### config.mk
export PLATFORM = sky130hd
export DESIGN_NAME = multichannel_trimmed_mean_sampler_core
export DESIGN_NICKNAME = d
export VERILOG_FILES = /design/src/hdl/mctms_pkg.sv /design/src/hdl/mctms_hist.sv /design/src/hdl/mctms_stats.sv /design/src/hdl/multichannel_trimmed_mean_sampler_core.sv
export SDC_FILE = /design/constraint.sdc
export NUM_CORES = 1
export LEC_CHECK = 0
export BUFFER_PORTS_ARGS = -buffer_cell sky130_fd_sc_hd__buf_2
export CELL_PAD_IN_SITES_DETAIL_PLACEMENT = 0
export CELL_PAD_IN_SITES_GLOBAL_PLACEMENT = 1
export CORE_MARGIN = 2
export CORE_UTILIZATION = 35
export CTS_CLUSTER_SIZE = 8
export DETAILED_ROUTE_END_ITERATION = 12
export PLACE_DENSITY_LB_ADDON = 0.05
export SLEW_MARGIN = 10
export SYNTH_ARGS = -nofsm -noshare
export SYNTH_HDL_FRONTEND = slang
export SYNTH_HIERARCHICAL = 1
export SYNTH_SLANG_ARGS = --single-unit
### constraint.sdc
create_clock -name aclk -period 19.54 [get_ports aclk]
set_input_delay 2.931 -clock aclk [delete_from_list [all_inputs] [get_ports aclk]]
set_output_delay 2.931 -clock aclk [all_outputs]
set_load 0.005 [all_outputs]
### src/hdl/mctms_pkg.sv
// Package for the multichannel trimmed mean sampler core.
// Field widths, history row type and the divide-by-3 constants.
// No dependencies.
`default_nettype none

package mctms_pkg;

    localparam int CH_W       = 4;
    localparam int SMP_W      = 16;
    localparam int VAL_SHIFT  = 4;
    localparam int VAL_W      = SMP_W - VAL_SHIFT;
    localparam int DEPTH      = 5;
    localparam int CHANNELS_DEF = 5;

    localparam int SUM_W      = VAL_W + $clog2(DEPTH + 1);
    localparam int TRIM_W     = VAL_W + 2;
    // floor(x / 3) == (x * 43691) >> 17 for x < 2**17
    localparam int DIV3_MUL_W = 16;
    localparam logic [DIV3_MUL_W-1:0] DIV3_MUL = 16'd43691;
    localparam int DIV3_SH    = 17;
    localparam int PROD_W     = TRIM_W + DIV3_MUL_W;

    localparam int S_TDATA_W  = 16;
    localparam int S_TUSER_W  = CH_W + 1;
    localparam int M_TDATA_W  = 24;
    localparam int M_TUSER_W  = CH_W + 1;

    typedef logic [DEPTH-1:0][VAL_W-1:0] hist_row_t;

    typedef struct packed {
        logic              known;
        logic              push;
        logic              commit;
        logic [CH_W-1:0]   ch;
        logic [VAL_W-1:0]  value;
    } hist_req_t;

endpackage

`default_nettype wire

### src/hdl/mctms_hist.sv
// Per-channel history store: one row of DEPTH shifted samples per channel.
// Gives the row after the pending push and writes it back on commit. Uses mctms_pkg.
`default_nettype none

module mctms_hist #(
    parameter int CHANNELS = mctms_pkg::CHANNELS_DEF
) (
    input  wire                    aclk,
    input  wire                    aresetn,
    input  mctms_pkg::hist_req_t   req,
    output mctms_pkg::hist_row_t   row_new
);
    import mctms_pkg::*;

    localparam int IDX_W = (CHANNELS > 1) ? $clog2(CHANNELS) : 1;

    hist_row_t            rows_reg [CHANNELS];
    hist_row_t            row_cur;
    logic [IDX_W-1:0]     idx;

    assign idx = req.ch[IDX_W-1:0];

    always_comb begin
        row_cur = '0;
        if (req.known) begin
            row_cur = rows_reg[idx];
        end
        row_new = row_cur;
        if (req.push) begin
            row_new = {row_cur[DEPTH-2:0], req.value};
        end
    end

    always_ff @(posedge aclk) begin
        if (!aresetn) begin
            for (int c = 0; c < CHANNELS; c++) begin
                rows_reg[c] <= '0;
            end
        end else if (req.commit) begin
            rows_reg[idx] <= row_new;
        end
    end

endmodule

`default_nettype wire

### src/hdl/mctms_stats.sv
// Trimmed mean of one history row: sum less max and min, divided by 3.
// Combinational; uses mctms_pkg.
`default_nettype none

module mctms_stats (
    input  mctms_pkg::hist_row_t            row,
    output logic [mctms_pkg::VAL_W-1:0]     latest,
    output logic [mctms_pkg::VAL_W-1:0]     trimmed_mean
);
    import mctms_pkg::*;

    logic [VAL_W-1:0]  mx;
    logic [VAL_W-1:0]  mn;
    logic [SUM_W-1:0]  sum;
    logic [TRIM_W-1:0] trim;
    logic [PROD_W-1:0] prod;

    always_comb begin
        mx  = row[0];
        mn  = row[0];
        sum = SUM_W'(row[0]);
        for (int i = 1; i < DEPTH; i++) begin
            if (row[i] > mx) begin
                mx = row[i];
            end
            if (row[i] < mn) begin
                mn = row[i];
            end
            sum = sum + SUM_W'(row[i]);
        end
        trim = TRIM_W'(sum - SUM_W'(mx) - SUM_W'(mn));
        prod = PROD_W'(trim) * PROD_W'(DIV3_MUL);
    end

    assign latest       = row[0];
    assign trimmed_mean = prod[DIV3_SH +: VAL_W];

endmodule

`default_nettype wire

### src/hdl/multichannel_trimmed_mean_sampler_core.sv
// Top level of the multichannel trimmed mean sampler.
// Input register, history store (mctms_hist), statistics (mctms_stats), result register.
//
// Channel | Dir | tdata                                  | tuser
// s_      | in  | [15:0] sample                          | [3:0] channel, [4] valid_req
// m_      | out | [11:0] latest, [23:12] trimmed_mean    | [3:0] out_channel, [4] updated
//
// One transaction per cycle sustained while the result side is not stalled; each item
// passes the input register, then the result register.
// History read, update and writeback of a row happen in the same cycle, so items
// for the same channel may follow each other directly.
// Reset clears all history rows at once; no clearing pass.
// A stalled result holds; the input register keeps taking one more item.
`default_nettype none

module multichannel_trimmed_mean_sampler_core #(
    parameter int CHANNELS = mctms_pkg::CHANNELS_DEF
) (
    input  wire                               aclk,
    input  wire                               aresetn,
    input  wire                               s_tvalid,
    output logic                              s_tready,
    input  wire  [mctms_pkg::S_TDATA_W-1:0]   s_tdata,   // [15:0] sample
    input  wire  [mctms_pkg::S_TUSER_W-1:0]   s_tuser,   // [3:0] channel, [4] valid_req
    output logic                              m_tvalid,
    input  wire                               m_tready,
    output logic [mctms_pkg::M_TDATA_W-1:0]   m_tdata,   // [11:0] latest, [23:12] trimmed_mean
    output logic [mctms_pkg::M_TUSER_W-1:0]   m_tuser    // [3:0] out_channel, [4] updated
);
    import mctms_pkg::*;

    localparam logic [CH_W:0] CH_LIM = (CH_W + 1)'(CHANNELS);

    logic              in_vld_reg, in_vld_next;
    logic [CH_W-1:0]   in_ch_reg;
    logic              in_vreq_reg;
    logic [SMP_W-1:0]  in_smp_reg;

    logic              out_vld_reg, out_vld_next;
    logic [CH_W-1:0]   out_ch_reg;
    logic              out_upd_reg;
    logic [VAL_W-1:0]  out_lat_reg;
    logic [VAL_W-1:0]  out_mean_reg;

    logic              s_xfer;
    logic              adv;
    logic              known;
    hist_req_t         req;
    hist_row_t         row_new;
    logic [VAL_W-1:0]  latest;
    logic [VAL_W-1:0]  trimmed_mean;

    assign adv      = in_vld_reg && (!out_vld_reg || m_tready);
    assign s_tready = !in_vld_reg || adv;
    assign s_xfer   = s_tvalid && s_tready;
    assign known    = {1'b0, in_ch_reg} < CH_LIM;

    always_comb begin
        req.known  = known;
        req.push   = known && in_vreq_reg;
        req.commit = adv && known && in_vreq_reg;
        req.ch     = in_ch_reg;
        req.value  = in_smp_reg[SMP_W-1:VAL_SHIFT];
    end

    mctms_hist #(
        .CHANNELS (CHANNELS)
    ) u_hist (
        .aclk    (aclk),
        .aresetn (aresetn),
        .req     (req),
        .row_new (row_new)
    );

    mctms_stats u_stats (
        .row          (row_new),
        .latest       (latest),
        .trimmed_mean (trimmed_mean)
    );

    always_comb begin
        in_vld_next = in_vld_reg;
        if (s_xfer) begin
            in_vld_next = 1'b1;
        end else if (adv) begin
            in_vld_next = 1'b0;
        end
        out_vld_next = out_vld_reg;
        if (adv) begin
            out_vld_next = 1'b1;
        end else if (m_tready) begin
            out_vld_next = 1'b0;
        end
    end

    always_ff @(posedge aclk) begin
        if (!aresetn) begin
            in_vld_reg  <= 1'b0;
            out_vld_reg <= 1'b0;
        end else begin
            in_vld_reg  <= in_vld_next;
            out_vld_reg <= out_vld_next;
        end
    end

    always_ff @(posedge aclk) begin
        if (s_xfer) begin
            in_ch_reg   <= s_tuser[CH_W-1:0];
            in_vreq_reg <= s_tuser[CH_W];
            in_smp_reg  <= s_tdata[SMP_W-1:0];
        end
        if (adv) begin
            out_ch_reg   <= in_ch_reg;
            out_upd_reg  <= known && in_vreq_reg;
            out_lat_reg  <= known ? latest : '0;
            out_mean_reg <= known ? trimmed_mean : '0;
        end
    end

    assign m_tvalid = out_vld_reg;
    assign m_tdata  = {out_mean_reg, out_lat_reg};
    assign m_tuser  = {out_upd_reg, out_ch_reg};

endmodule

`default_nettype wire

==> results.json <==
{
  "area_growth_pct": 16.6,
  "worstSetupEndpointType": "flip-flop",
  "grt_max_degree": 63,
  "timing.max_cap.violations": 0,
  "start_kind": "flip-flop",
  "avgSynthCellArea_um2": 13.3,
  "grt_pass1_vias": 22200,
  "final-max-slew-violation-count": 0,
  "final_area_mm2": 0.0371,
  "layout-drive-gt1-share_pct": 24.5,
  "ys_seq_elements": 528,
  "grtUsageTotal_pct": 22.8,
  "pre_cts_ws_ns": 0.0106,
  "async_flop_share_pct": 0,
  "nets": 2934,
  "io_pins": 56,
  "finalHoldViolations": 0,
  "clock_sinks": 528,
  "skew_ns": 0.0307,
  "largest_reg_flops": 480,
  "clockBufferDepth": 3,
  "chipWidth_um": 306,
  "maxSlewHeadroom_pct": 11.0,
  "post-route-min-period_ns": 18.70,
  "whs_ns": 0.533,
  "cts_tree": "yes",
  "synth_area_mm2": 0.0319,
  "dpl.hpwl_mm": 68.2,
  "fillCellCount": 8425,
  "initial_core_util_pct": 35.3,
  "first_iter_violations": 1916,
  "rows": 110,
  "ys_seq_area_share_pct": 49.7,
  "cp.required_ns": 19.91,
  "clk_pin_slew_ns": 0.05,
  "htreeDepth": 3,
  "ant_nets": 0,
  "route.detailed.drc": 0,
  "synth_edf_count": 526,
  "antenna_found_initial": 0,
  "worstPathArrival_ns": 19.07,
  "hold_path.class": "reg2reg",
  "syn_nets": 2724,
  "finalCritPeriodShare_pct": 95.7,
  "vias": 21500,
  "fmax_mhz": 53.5,
  "gp_congestion": 0.876,
  "cpMostUsedCell": "a21o_1",
  "worstPathMaxFanout": 10,
  "crit_type": "reg2reg",
  "chipHeight_um": 306,
  "layout_setup_ws_ns": 0.844,
  "yosysUniqueCellTypes": 87,
  "dieArea_mm2": 0.0934,
  "drt_pass1_iterations": 5,
  "core_area_mm2": 0.0901,
  "overflow": 0,
  "insertion_delay_ns": 0.63,
  "status": "completed",
  "ys_warn_count": 6,
  "max_stage_delay_ns": 0.62,
  "io_buffers": 51,
  "crit_path_top_delay_cell": "fa_2",
  "ys.flop_type": "edfxtp_1",
  "tightest_slew_ns": 1.32,
  "numCtsBuffers": 76,
  "wirelength_mm": 107,
  "synth_cells": 2397,
  "finalSetupViolations": 0,
  "grt_first_pass_wirelength_mm": 155,
  "wl_per_cell_um": 28.3,
  "post_dp_cell_area_mm2": 0.0345,
  "viasPerCell": 5.65,
  "clockRootBuffer": "clkbuf_16"
}
-- layout by cell type, fill, tap and decap left out, types with 51 or more instances in the layout --
cell,instances
edfxtp_1,526
buf_4,243
o22ai_1,242
inv_1,241
ha_1,189
fa_1,107
mux4_2,98
nand2_1,95
mux2i_1,95
nor2_1,93
clkbuf_16,85
buf_2,51
-- worst max-delay path: cells and delay by family, from the launching register on --
family	cells	cell delay, ns
AO/OA/AOI/OAI	36	6.58
buffers and inverters	18	2.24
flip-flops	1	0.40
adder cells (fa/ha/maj)	17	6.66
multiplexers	4	1.15
AND/OR/NAND/NOR	10	1.12
XOR/XNOR	2	0.23
-- what timing repair did --
action	in CTS	in global routing
setup endpoints to repair	2	12
setup buffers	2	15
hold buffers	0	0
pin swaps	0	29
resized for setup	0	70
cloned	1	4
hold endpoints to repair	0	0
-- logic make-up after synthesis --
| family | share of synthesized area, % |
|---|---|
| AOI/OAI and AO/OA | 10.7 |
| xor gates and xnor gates | 1.01 |
| adders and majority gates | 14.5 |
| buffers and inverters | 6.27 |
| DFF | 49.7 |
| muxes | 11.8 |
| and+or+nand+nor | 5.97 |
-- synth_stat cells (18+ instances only) --
master | instances | area share [%]
edfxtp_1 | 526 | 50
nor2_1 | 98 | 1.2
inv_1 | 241 | 2.8
a21o_1 | 36 | 0.85
ha_1 | 191 | 7.5
o21ai_0 | 20 | 0.31
mux4_2 | 98 | 6.9
o22ai_1 | 242 | 4.8
buf_2 | 50 | 0.79
a221oi_1 | 21 | 0.58
clkbuf_1 | 57 | 0.67
mux2_2 | 24 | 0.85
buf_6 | 20 | 0.71
nand4_1 | 18 | 0.35
and3_1 | 41 | 0.81
xnor2_1 | 22 | 0.60
nand2_1 | 103 | 1.2
nor3_1 | 19 | 0.30
buf_4 | 47 | 1.1
mux2i_1 | 105 | 3.3
a21oi_1 | 51 | 0.80
fa_1 | 111 | 7.0
-- routing by layer --
layer	part of all wire, %	track usage [%]	vias to the layer above	routed length (um)
met3	5.4	3.06	138	5770
met1	45	31.5	11200	47900
met4	1.8	5.34	0	1910
met5	0	0	-	0
met2	48	38.2	713	51900
li1	-	-	9463	-
-- path summary, 6_finish.rpt --
path | start | end | slack [ns] | cells past startpoint
setup / recovery | in_ch_reg[0] | out_mean_reg[10] | 0.84 | 87
hold / removal | in_vld_reg | m_tvalid | 0.53 | 1
setup reg to reg | in_ch_reg[0] | out_mean_reg[10] | 0.84 | 87
hold reg to reg | in_vld_reg | m_tvalid | 0.53 | 1
-- layout make-up --
class	instances	area [um^2]	area share (%)
repair buffers	313	2470	6.66
clock inverters	5	56.3	0.152
multi-input cells	1445	14400	38.7
flip-flops and latches	528	15800	42.6
inverters	243	915	2.46
well taps	1176	1470	3.96
diodes	1	2.50	0.00674
clock buffers	89	2040	5.48
-- per-stage QoR --
| stage | cells | util [%] | TNS [ns] |
|---|---|---|---|
| floorplan | 2397 | - | 0 |
| global placement | 3683 | 38.3 | -0.0209 |
| detailed placement | 3683 | 38.3 | 0 |
| CTS | 3780 | 40.6 | 0 |
| global route | 3799 | 41.2 | -0.0178 |
| finish | 3800 | 41.2 | 0 |
Power is not shown: default switching activity piles up to over one toggle a cycle in this logic, so the estimate is an artifact.
